[src/design/ps2mt_pkg.sv]
// Package for the PS/2 mouse packet tracker.
// Holds the request, packet and result types, the framing phase type and the register codes.
// No dependencies.
package ps2mt_pkg;

  localparam int unsigned POS_W = 11;

  typedef struct packed {
    logic       aux_data;
    logic [7:0] data_byte;
  } ps2mt_req_t;

  typedef struct packed {
    logic [2:0]       buttons;
    logic [POS_W-1:0] x_position;
    logic [POS_W-1:0] y_position;
  } ps2mt_res_t;

  typedef struct packed {
    logic [2:0] buttons;
    logic       x_neg;
    logic       y_neg;
    logic [7:0] x_delta;
    logic [7:0] y_delta;
  } ps2mt_pkt_t;

  typedef enum logic [1:0] {
    PH_HEADER = 2'd0,
    PH_X      = 2'd1,
    PH_Y      = 2'd2
  } ps2mt_phase_t;

  typedef enum logic {
    CFG_X_LIMIT = 1'b0,
    CFG_Y_LIMIT = 1'b1
  } ps2mt_cfg_idx_t;

  localparam logic [POS_W-1:0] X_LIMIT_RST = 11'd79;
  localparam logic [POS_W-1:0] Y_LIMIT_RST = 11'd24;

  localparam int unsigned HDR_SYNC_BIT  = 3;
  localparam int unsigned HDR_X_NEG_BIT = 4;
  localparam int unsigned HDR_Y_NEG_BIT = 5;

endpackage

[src/design/ps2mt_fifo.sv]
// Small register queue with push/full and pop/empty sides.
// Generic in width and depth; no package dependencies.
module ps2mt_fifo #(
  parameter int unsigned WIDTH = 8,
  parameter int unsigned DEPTH = 2
) (
  input  logic             clk,
  input  logic             rst_n,
  input  logic             push,
  input  logic [WIDTH-1:0] wdata,
  output logic             full,
  input  logic             pop,
  output logic [WIDTH-1:0] rdata,
  output logic             empty
);

  localparam int unsigned AW = (DEPTH > 1) ? $clog2(DEPTH) : 1;
  localparam int unsigned CW = $clog2(DEPTH + 1);

  logic [WIDTH-1:0] mem_r [DEPTH];
  logic [AW-1:0]    wr_ptr_r, wr_ptr_nxt;
  logic [AW-1:0]    rd_ptr_r, rd_ptr_nxt;
  logic [CW-1:0]    count_r, count_nxt;
  logic             do_push, do_pop;

  assign full    = (count_r == CW'(DEPTH));
  assign empty   = (count_r == '0);
  assign do_push = push && !full;
  assign do_pop  = pop && !empty;
  assign rdata   = mem_r[rd_ptr_r];

  always_comb begin
    wr_ptr_nxt = wr_ptr_r;
    rd_ptr_nxt = rd_ptr_r;
    count_nxt  = count_r;
    if (do_push) begin
      wr_ptr_nxt = (wr_ptr_r == AW'(DEPTH - 1)) ? '0 : wr_ptr_r + 1'b1;
    end
    if (do_pop) begin
      rd_ptr_nxt = (rd_ptr_r == AW'(DEPTH - 1)) ? '0 : rd_ptr_r + 1'b1;
    end
    if (do_push && !do_pop) begin
      count_nxt = count_r + 1'b1;
    end else if (do_pop && !do_push) begin
      count_nxt = count_r - 1'b1;
    end
  end

  always_ff @(posedge clk) begin
    if (!rst_n) begin
      wr_ptr_r <= '0;
      rd_ptr_r <= '0;
      count_r  <= '0;
    end else begin
      wr_ptr_r <= wr_ptr_nxt;
      rd_ptr_r <= rd_ptr_nxt;
      count_r  <= count_nxt;
    end
  end

  always_ff @(posedge clk) begin
    if (do_push) begin
      mem_r[wr_ptr_r] <= wdata;
    end
  end

endmodule

[src/design/ps2mt_framer.sv]
// Front part: keeps only auxiliary bytes and frames three-byte mouse packets.
// Depends on ps2mt_pkg.
module ps2mt_framer
  import ps2mt_pkg::*;
(
  input  logic       clk,
  input  logic       rst_n,
  input  logic       req_valid,
  input  ps2mt_req_t req,
  output logic       pkt_push,
  output ps2mt_pkt_t pkt
);

  ps2mt_phase_t phase_r, phase_nxt;
  logic [7:0]   header_r, header_nxt;
  logic [7:0]   x_delta_r, x_delta_nxt;
  logic         take;

  assign take = req_valid && req.aux_data;

  always_comb begin
    phase_nxt   = phase_r;
    header_nxt  = header_r;
    x_delta_nxt = x_delta_r;
    if (take) begin
      unique case (phase_r)
        PH_X: begin
          x_delta_nxt = req.data_byte;
          phase_nxt   = PH_Y;
        end
        PH_Y: begin
          phase_nxt = PH_HEADER;
        end
        default: begin
          header_nxt = req.data_byte;
          phase_nxt  = req.data_byte[HDR_SYNC_BIT] ? PH_X : PH_HEADER;
        end
      endcase
    end
  end

  always_comb begin
    pkt_push    = take && (phase_r == PH_Y);
    pkt.buttons = header_r[2:0];
    pkt.x_neg   = header_r[HDR_X_NEG_BIT];
    pkt.y_neg   = header_r[HDR_Y_NEG_BIT];
    pkt.x_delta = x_delta_r;
    pkt.y_delta = req.data_byte;
  end

  always_ff @(posedge clk) begin
    if (!rst_n) begin
      phase_r   <= PH_HEADER;
      header_r  <= '0;
      x_delta_r <= '0;
    end else begin
      phase_r   <= phase_nxt;
      header_r  <= header_nxt;
      x_delta_r <= x_delta_nxt;
    end
  end

endmodule

[src/design/ps2mt_tracker.sv]
// Back part: holds the limits and position, applies packet deltas and clamps.
// Depends on ps2mt_pkg.
module ps2mt_tracker
  import ps2mt_pkg::*;
(
  input  logic             clk,
  input  logic             rst_n,
  input  logic             cfg_we,
  input  ps2mt_cfg_idx_t   cfg_index,
  input  logic [POS_W-1:0] cfg_data,
  input  logic             pkt_valid,
  input  ps2mt_pkt_t       pkt,
  output logic             res_push,
  output ps2mt_res_t       res
);

  logic [POS_W-1:0] x_limit_r, x_limit_nxt;
  logic [POS_W-1:0] y_limit_r, y_limit_nxt;
  logic [POS_W-1:0] x_pos_r, x_pos_nxt;
  logic [POS_W-1:0] y_pos_r, y_pos_nxt;
  logic [POS_W+1:0] x_sum, y_sum;

  always_comb begin
    x_limit_nxt = x_limit_r;
    y_limit_nxt = y_limit_r;
    if (cfg_we) begin
      unique case (cfg_index)
        CFG_X_LIMIT: x_limit_nxt = cfg_data;
        CFG_Y_LIMIT: y_limit_nxt = cfg_data;
        default: ;
      endcase
    end
  end

  always_comb begin
    x_sum = {2'b00, x_pos_r} + {{(POS_W - 6){pkt.x_neg}}, pkt.x_delta};
    y_sum = {2'b00, y_pos_r} - {{(POS_W - 6){pkt.y_neg}}, pkt.y_delta};

    if (x_sum[POS_W+1]) begin
      x_pos_nxt = '0;
    end else if (x_sum[POS_W:0] > {1'b0, x_limit_r}) begin
      x_pos_nxt = x_limit_r;
    end else begin
      x_pos_nxt = x_sum[POS_W-1:0];
    end

    if (y_sum[POS_W+1]) begin
      y_pos_nxt = '0;
    end else if (y_sum[POS_W:0] > {1'b0, y_limit_r}) begin
      y_pos_nxt = y_limit_r;
    end else begin
      y_pos_nxt = y_sum[POS_W-1:0];
    end

    res_push       = pkt_valid;
    res.buttons    = pkt.buttons;
    res.x_position = x_pos_nxt;
    res.y_position = y_pos_nxt;
  end

  always_ff @(posedge clk) begin
    if (!rst_n) begin
      x_limit_r <= X_LIMIT_RST;
      y_limit_r <= Y_LIMIT_RST;
      x_pos_r   <= '0;
      y_pos_r   <= '0;
    end else begin
      x_limit_r <= x_limit_nxt;
      y_limit_r <= y_limit_nxt;
      if (pkt_valid) begin
        x_pos_r <= x_pos_nxt;
        y_pos_r <= y_pos_nxt;
      end
    end
  end

endmodule

[src/design/ps2_mouse_packet_tracker.sv]
// Top level of the PS/2 mouse packet tracker: framer, packet queue, tracker, result queue.
// Depends on ps2mt_pkg, ps2mt_fifo, ps2mt_framer and ps2mt_tracker.
//
//   Channel   Handshake        Payload
//   in_       in_push/in_full  in_data (aux_data, data_byte)
//   out_      out_pop/out_empty out_data (buttons, x_position, y_position)
//   cfg_      cfg_we           cfg_index, cfg_data
//
// One byte is accepted per cycle unless the packet queue is full. A result reaches
// the out_ ports by way of the packet queue, the tracker and the result queue.
// The framer writes whole packets into a small queue, and the tracker drains it
// whenever the result queue has room, so either side can stall independently.
// Reset is synchronous and clears framing, position and limits to their defaults.
module ps2_mouse_packet_tracker
  import ps2mt_pkg::*;
#(
  parameter int unsigned PKT_DEPTH = 2,
  parameter int unsigned RES_DEPTH = 2
) (
  input  logic           clk,
  input  logic           rst_n,
  input  logic           in_push,
  input  ps2mt_req_t     in_data,
  output logic           in_full,
  output logic           out_empty,
  input  logic           out_pop,
  output ps2mt_res_t     out_data,
  input  logic           cfg_we,
  input  ps2mt_cfg_idx_t cfg_index,
  input  logic [POS_W-1:0] cfg_data
);

  logic       pkt_push, pkt_full, pkt_empty, pkt_pop;
  ps2mt_pkt_t pkt_in, pkt_out;
  logic       res_push, res_full;
  ps2mt_res_t res;

  ps2mt_framer u_framer (
    .clk       (clk),
    .rst_n     (rst_n),
    .req_valid (in_push && !in_full),
    .req       (in_data),
    .pkt_push  (pkt_push),
    .pkt       (pkt_in)
  );

  ps2mt_fifo #(
    .WIDTH ($bits(ps2mt_pkt_t)),
    .DEPTH (PKT_DEPTH)
  ) u_pkt_fifo (
    .clk   (clk),
    .rst_n (rst_n),
    .push  (pkt_push),
    .wdata (pkt_in),
    .full  (pkt_full),
    .pop   (pkt_pop),
    .rdata (pkt_out),
    .empty (pkt_empty)
  );

  assign in_full = pkt_full;
  assign pkt_pop = !pkt_empty && !res_full;

  ps2mt_tracker u_tracker (
    .clk       (clk),
    .rst_n     (rst_n),
    .cfg_we    (cfg_we),
    .cfg_index (cfg_index),
    .cfg_data  (cfg_data),
    .pkt_valid (pkt_pop),
    .pkt       (pkt_out),
    .res_push  (res_push),
    .res       (res)
  );

  ps2mt_fifo #(
    .WIDTH ($bits(ps2mt_res_t)),
    .DEPTH (RES_DEPTH)
  ) u_res_fifo (
    .clk   (clk),
    .rst_n (rst_n),
    .push  (res_push),
    .wdata (res),
    .full  (res_full),
    .pop   (out_pop),
    .rdata (out_data),
    .empty (out_empty)
  );

endmodule

[config.mk]
export PLATFORM = sky130hd
export DESIGN_NAME = ps2_mouse_packet_tracker
export DESIGN_NICKNAME = d
export VERILOG_FILES = /design/src/design/ps2mt_pkg.sv /design/src/design/ps2mt_fifo.sv /design/src/design/ps2mt_framer.sv /design/src/design/ps2mt_tracker.sv /design/src/design/ps2_mouse_packet_tracker.sv
export SDC_FILE = /design/constraint.sdc
export NUM_CORES = 1
export LEC_CHECK = 0
export BUFFER_PORTS_ARGS = -buffer_cell sky130_fd_sc_hd__buf_2
export CORE_ASPECT_RATIO = 1.25
export CORE_UTILIZATION = 55
export DETAILED_ROUTE_END_ITERATION = 10
export PLACE_DENSITY = 0.74
export SYNTH_ARGS = -nofsm -noshare
export SYNTH_HDL_FRONTEND = slang
export SYNTH_SLANG_ARGS = --single-unit
[constraint.sdc]
create_clock -name clk -period 7.4 [get_ports clk]
set_input_delay 1.48 -clock clk [delete_from_list [all_inputs] [get_ports clk]]
set_output_delay 1.48 -clock clk [all_outputs]
set_load 0.01 [all_outputs]
==> impl_metrics.env <==
export IMPL_antenna_cells=0
export IMPL_yosys_area_top_type="edfxtp_1"
export IMPL_die_w_um=108
export IMPL_nFillCells=1024
export IMPL_dieArea_mm2=0.0146
export IMPL_async_reset_ff_frac=0
export IMPL_route_detailed_drc=0
export IMPL_grt_use_total=0.233
export IMPL_grt_antenna_before_repair=0
export IMPL_nNetsFinal=825
export IMPL_hold_worst_slack_ps=462
export IMPL_synth_common_cells="edfxtp_1, nand2_1, dfxtp_1"
export IMPL_dp_hpwl_mm=11.8
export IMPL_drt_iter0_markers=335
export IMPL_crit_fanout=21
export IMPL_drt_pass1_iter_count=5
export IMPL_grt_pass1_vias=5210
export IMPL_fin_skew_ps=10.4
export IMPL_synth_area_mm2=0.00775
export IMPL_gp_congestion=0.925
export IMPL_power_frac_comb=0.301
export IMPL_syn2layout_area_growth_pct=13.6
export IMPL_initial_core_util=0.561
export IMPL_cp_arrival_ps=5610
export IMPL_period_needed_ps=5450
export IMPL_yosys_register_bits=161
export IMPL_cts_buffers=17
export IMPL_finalSetupViolations=0
export IMPL_wl_per_cell_um=17.1
export IMPL_post_cts_buffers=0
export IMPL_synth_ff_type="edfxtp_1"
export IMPL_cp_start_kind="register"
export IMPL_vias=5350
export IMPL_ys_top_cells_by_area="edfxtp_1, dfxtp_1, ha_1, mux2_2, nand2_1"
export IMPL_syn_inst=694
export IMPL_ys_seq_area_frac=0.534
export IMPL_finalHoldViolCount=0
export IMPL_clk_pin_slew_worst_paths_ps=60
export IMPL_synth_top_cell_area_share=0.356
export IMPL_clk_path_buf_depth=2
export IMPL_cts_tree="yes"
export IMPL_h_tree_depth=4
export IMPL_die_h_um=135
export IMPL_overflow=0
export IMPL_fmax_mhz=183
export IMPL_viasPerCell=5.72
export IMPL_p_clk_frac=0.303
export IMPL_cts_sinks=161
export IMPL_avgSynthCellArea_um2=11.2
export IMPL_p_switching_mw=0.935
export IMPL_drive_gt1_frac=0.168
export IMPL_synth_cell_types=52
export IMPL_core_region_area_mm2=0.0138
export IMPL_maxSlewHeadroom=0.188
export IMPL_setup_worst_path_end_class="register"
export IMPL_setup_tns_ps=0
export IMPL_required_ps=7560
export IMPL_yosys_cell_count_top_type="edfxtp_1"
export IMPL_critical_path_class="register to register"
export IMPL_synth_edf_count=92
export IMPL_period_share=0.737
export IMPL_p_sw_frac=0.308
export IMPL_p_leak_nw=3.42
export IMPL_cts_resized=0
export IMPL_yosysWarningCount=0
export IMPL_rsz0062_at_grt="false"
export IMPL_max_cap_violations=0
export IMPL_grt_max_degree=50
export IMPL_routed_wl_mm=16.0
export IMPL_io_buffer_count=52
export IMPL_drv_slew=0
export IMPL_max_vdd_ir_drop_mv=0.207
export IMPL_hp_class="register to register"
export IMPL_clock_latency_ps=420
export IMPL_seqPwrFrac=0.395
export IMPL_status="finished clean"
export IMPL_cts_root_buffer="clkbuf_16"
export IMPL_p_per_area_mw_per_mm2=345
export IMPL_grt_pass1_wl_mm=25.7
export IMPL_worstMarginPinSlew_ps=1220
export IMPL_ant_nets=0
export IMPL_p_int_mw=2.10
export IMPL_cts_hold_buf=0
export IMPL_ios=53
export IMPL_syn_num_nets=772
export IMPL_std_cell_rows=48
-- metrics by stage --
step / instances / utilization / cell area, µm² / setup WS (ps) / power [mW]
2_1_floorplan: 694 / - / 7750 / 2840 / 1.86
3_3_place_gp: 903 / 0.592 / 8180 / 2030 / 2.09
3_5_place_dp: 903 / 0.592 / 8180 / 1960 / 2.13
4_1_cts: 935 / 0.638 / 8810 / 1940 / 3.05
5_1_grt: 935 / 0.638 / 8810 / 1520 / 3.20
6_report: 935 / 0.638 / 8810 / 1950 / 3.04
-- critical path, cell delays in order, from the launching register on --
cell	delay (ps)
dfxtp_1	980
mux2_2	310
ha_1	160
inv_1	60
fa_1	400
a21oi_1	230
o211ai_1	150
a21oi_1	340
o21bai_1	120
xor2_1	230
ha_1	290
o21a_1	170
o211ai_1	160
a31oi_1	170
nor4_4	910
mux2i_1	400
nor2_1	110
-- kinds of logic after synthesis --
logic type | share of synthesized area
muxes | 0.0946
buffers and inverters | 0.0323
adders and majority gates | 0.0858
xor gates and xnor gates | 0.0260
and+or+nand+nor | 0.113
AOI/OAI and AO/OA | 0.114
DFF | 0.534
-- layout make-up --
class,count,area [µm²],share of cell area
Tap cell,175,219,0.0249
Clock buffer,26,544,0.0618
Multi-Input combinational cell,470,3370,0.382
Timing Repair Buffer,57,298,0.0338
Inverter,40,150,0.0170
Sequential cell,161,4140,0.470
Clock inverter,6,88.8,0.0101
-- registers in the layout, summed over array words and instances (netlist names), 5 cells and up, named ones only --
name	cells
u_tracker.x_limit_r	11
u_tracker.x_pos_r	11
u_framer.header_r	5
u_framer.x_delta_r	8
u_tracker.y_limit_r	11
u_pkt_fifo.mem_r	42
u_res_fifo.mem_r	50
u_tracker.y_pos_r	11
-- placed cells by master, fill, tap and decap left out, types with 9 or more instances in the layout --
cell type,instances
xnor2_1,17
buf_2,52
o211ai_1,9
nor2_1,39
clkbuf_16,21
and2_1,11
mux2_2,38
o21ai_1,27
nand3_1,22
inv_1,40
edfxtp_1,92
mux2i_1,29
a21oi_1,18
ha_1,50
a21boi_0,32
dfxtp_1,69
nand2_1,88
-- metal layers --
metal / track usage / up-vias / part of all wire
met5: 0 / - / 0
met2: 0.370 / 185 / 0.46
met4: 0.107 / 0 / 0.027
met3: 0.0376 / 30 / 0.057
met1: 0.313 / 2537 / 0.45
li1: - / 2598 / -
-- path summary, 6_finish.rpt --
kind                             start                 endpoint  slack (ps)  depth (start not counted)
hold reg to reg   u_framer.header_r[0]  u_pkt_fifo.mem_r[1][18]         460                          0
hold / removal    u_framer.header_r[0]  u_pkt_fifo.mem_r[1][18]         460                          0
setup / recovery              register   u_res_fifo.mem_r[1][1]        1950                         16
setup reg to reg              register   u_res_fifo.mem_r[1][1]        1950                         16
-- power groups by stage --
stage / Clock, mW / Sequential (mW) / Combinational, mW
5_1_grt: 0.973 / 1.22 / 1.01
3_3_place_gp: 0 / 1.21 / 0.881
6_report: 0.922 / 1.20 / 0.915
2_1_floorplan: 0 / 1.17 / 0.688
4_1_cts: 0.930 / 1.20 / 0.916
3_5_place_dp: 0 / 1.22 / 0.909
(Power assumes the default switching activity.)
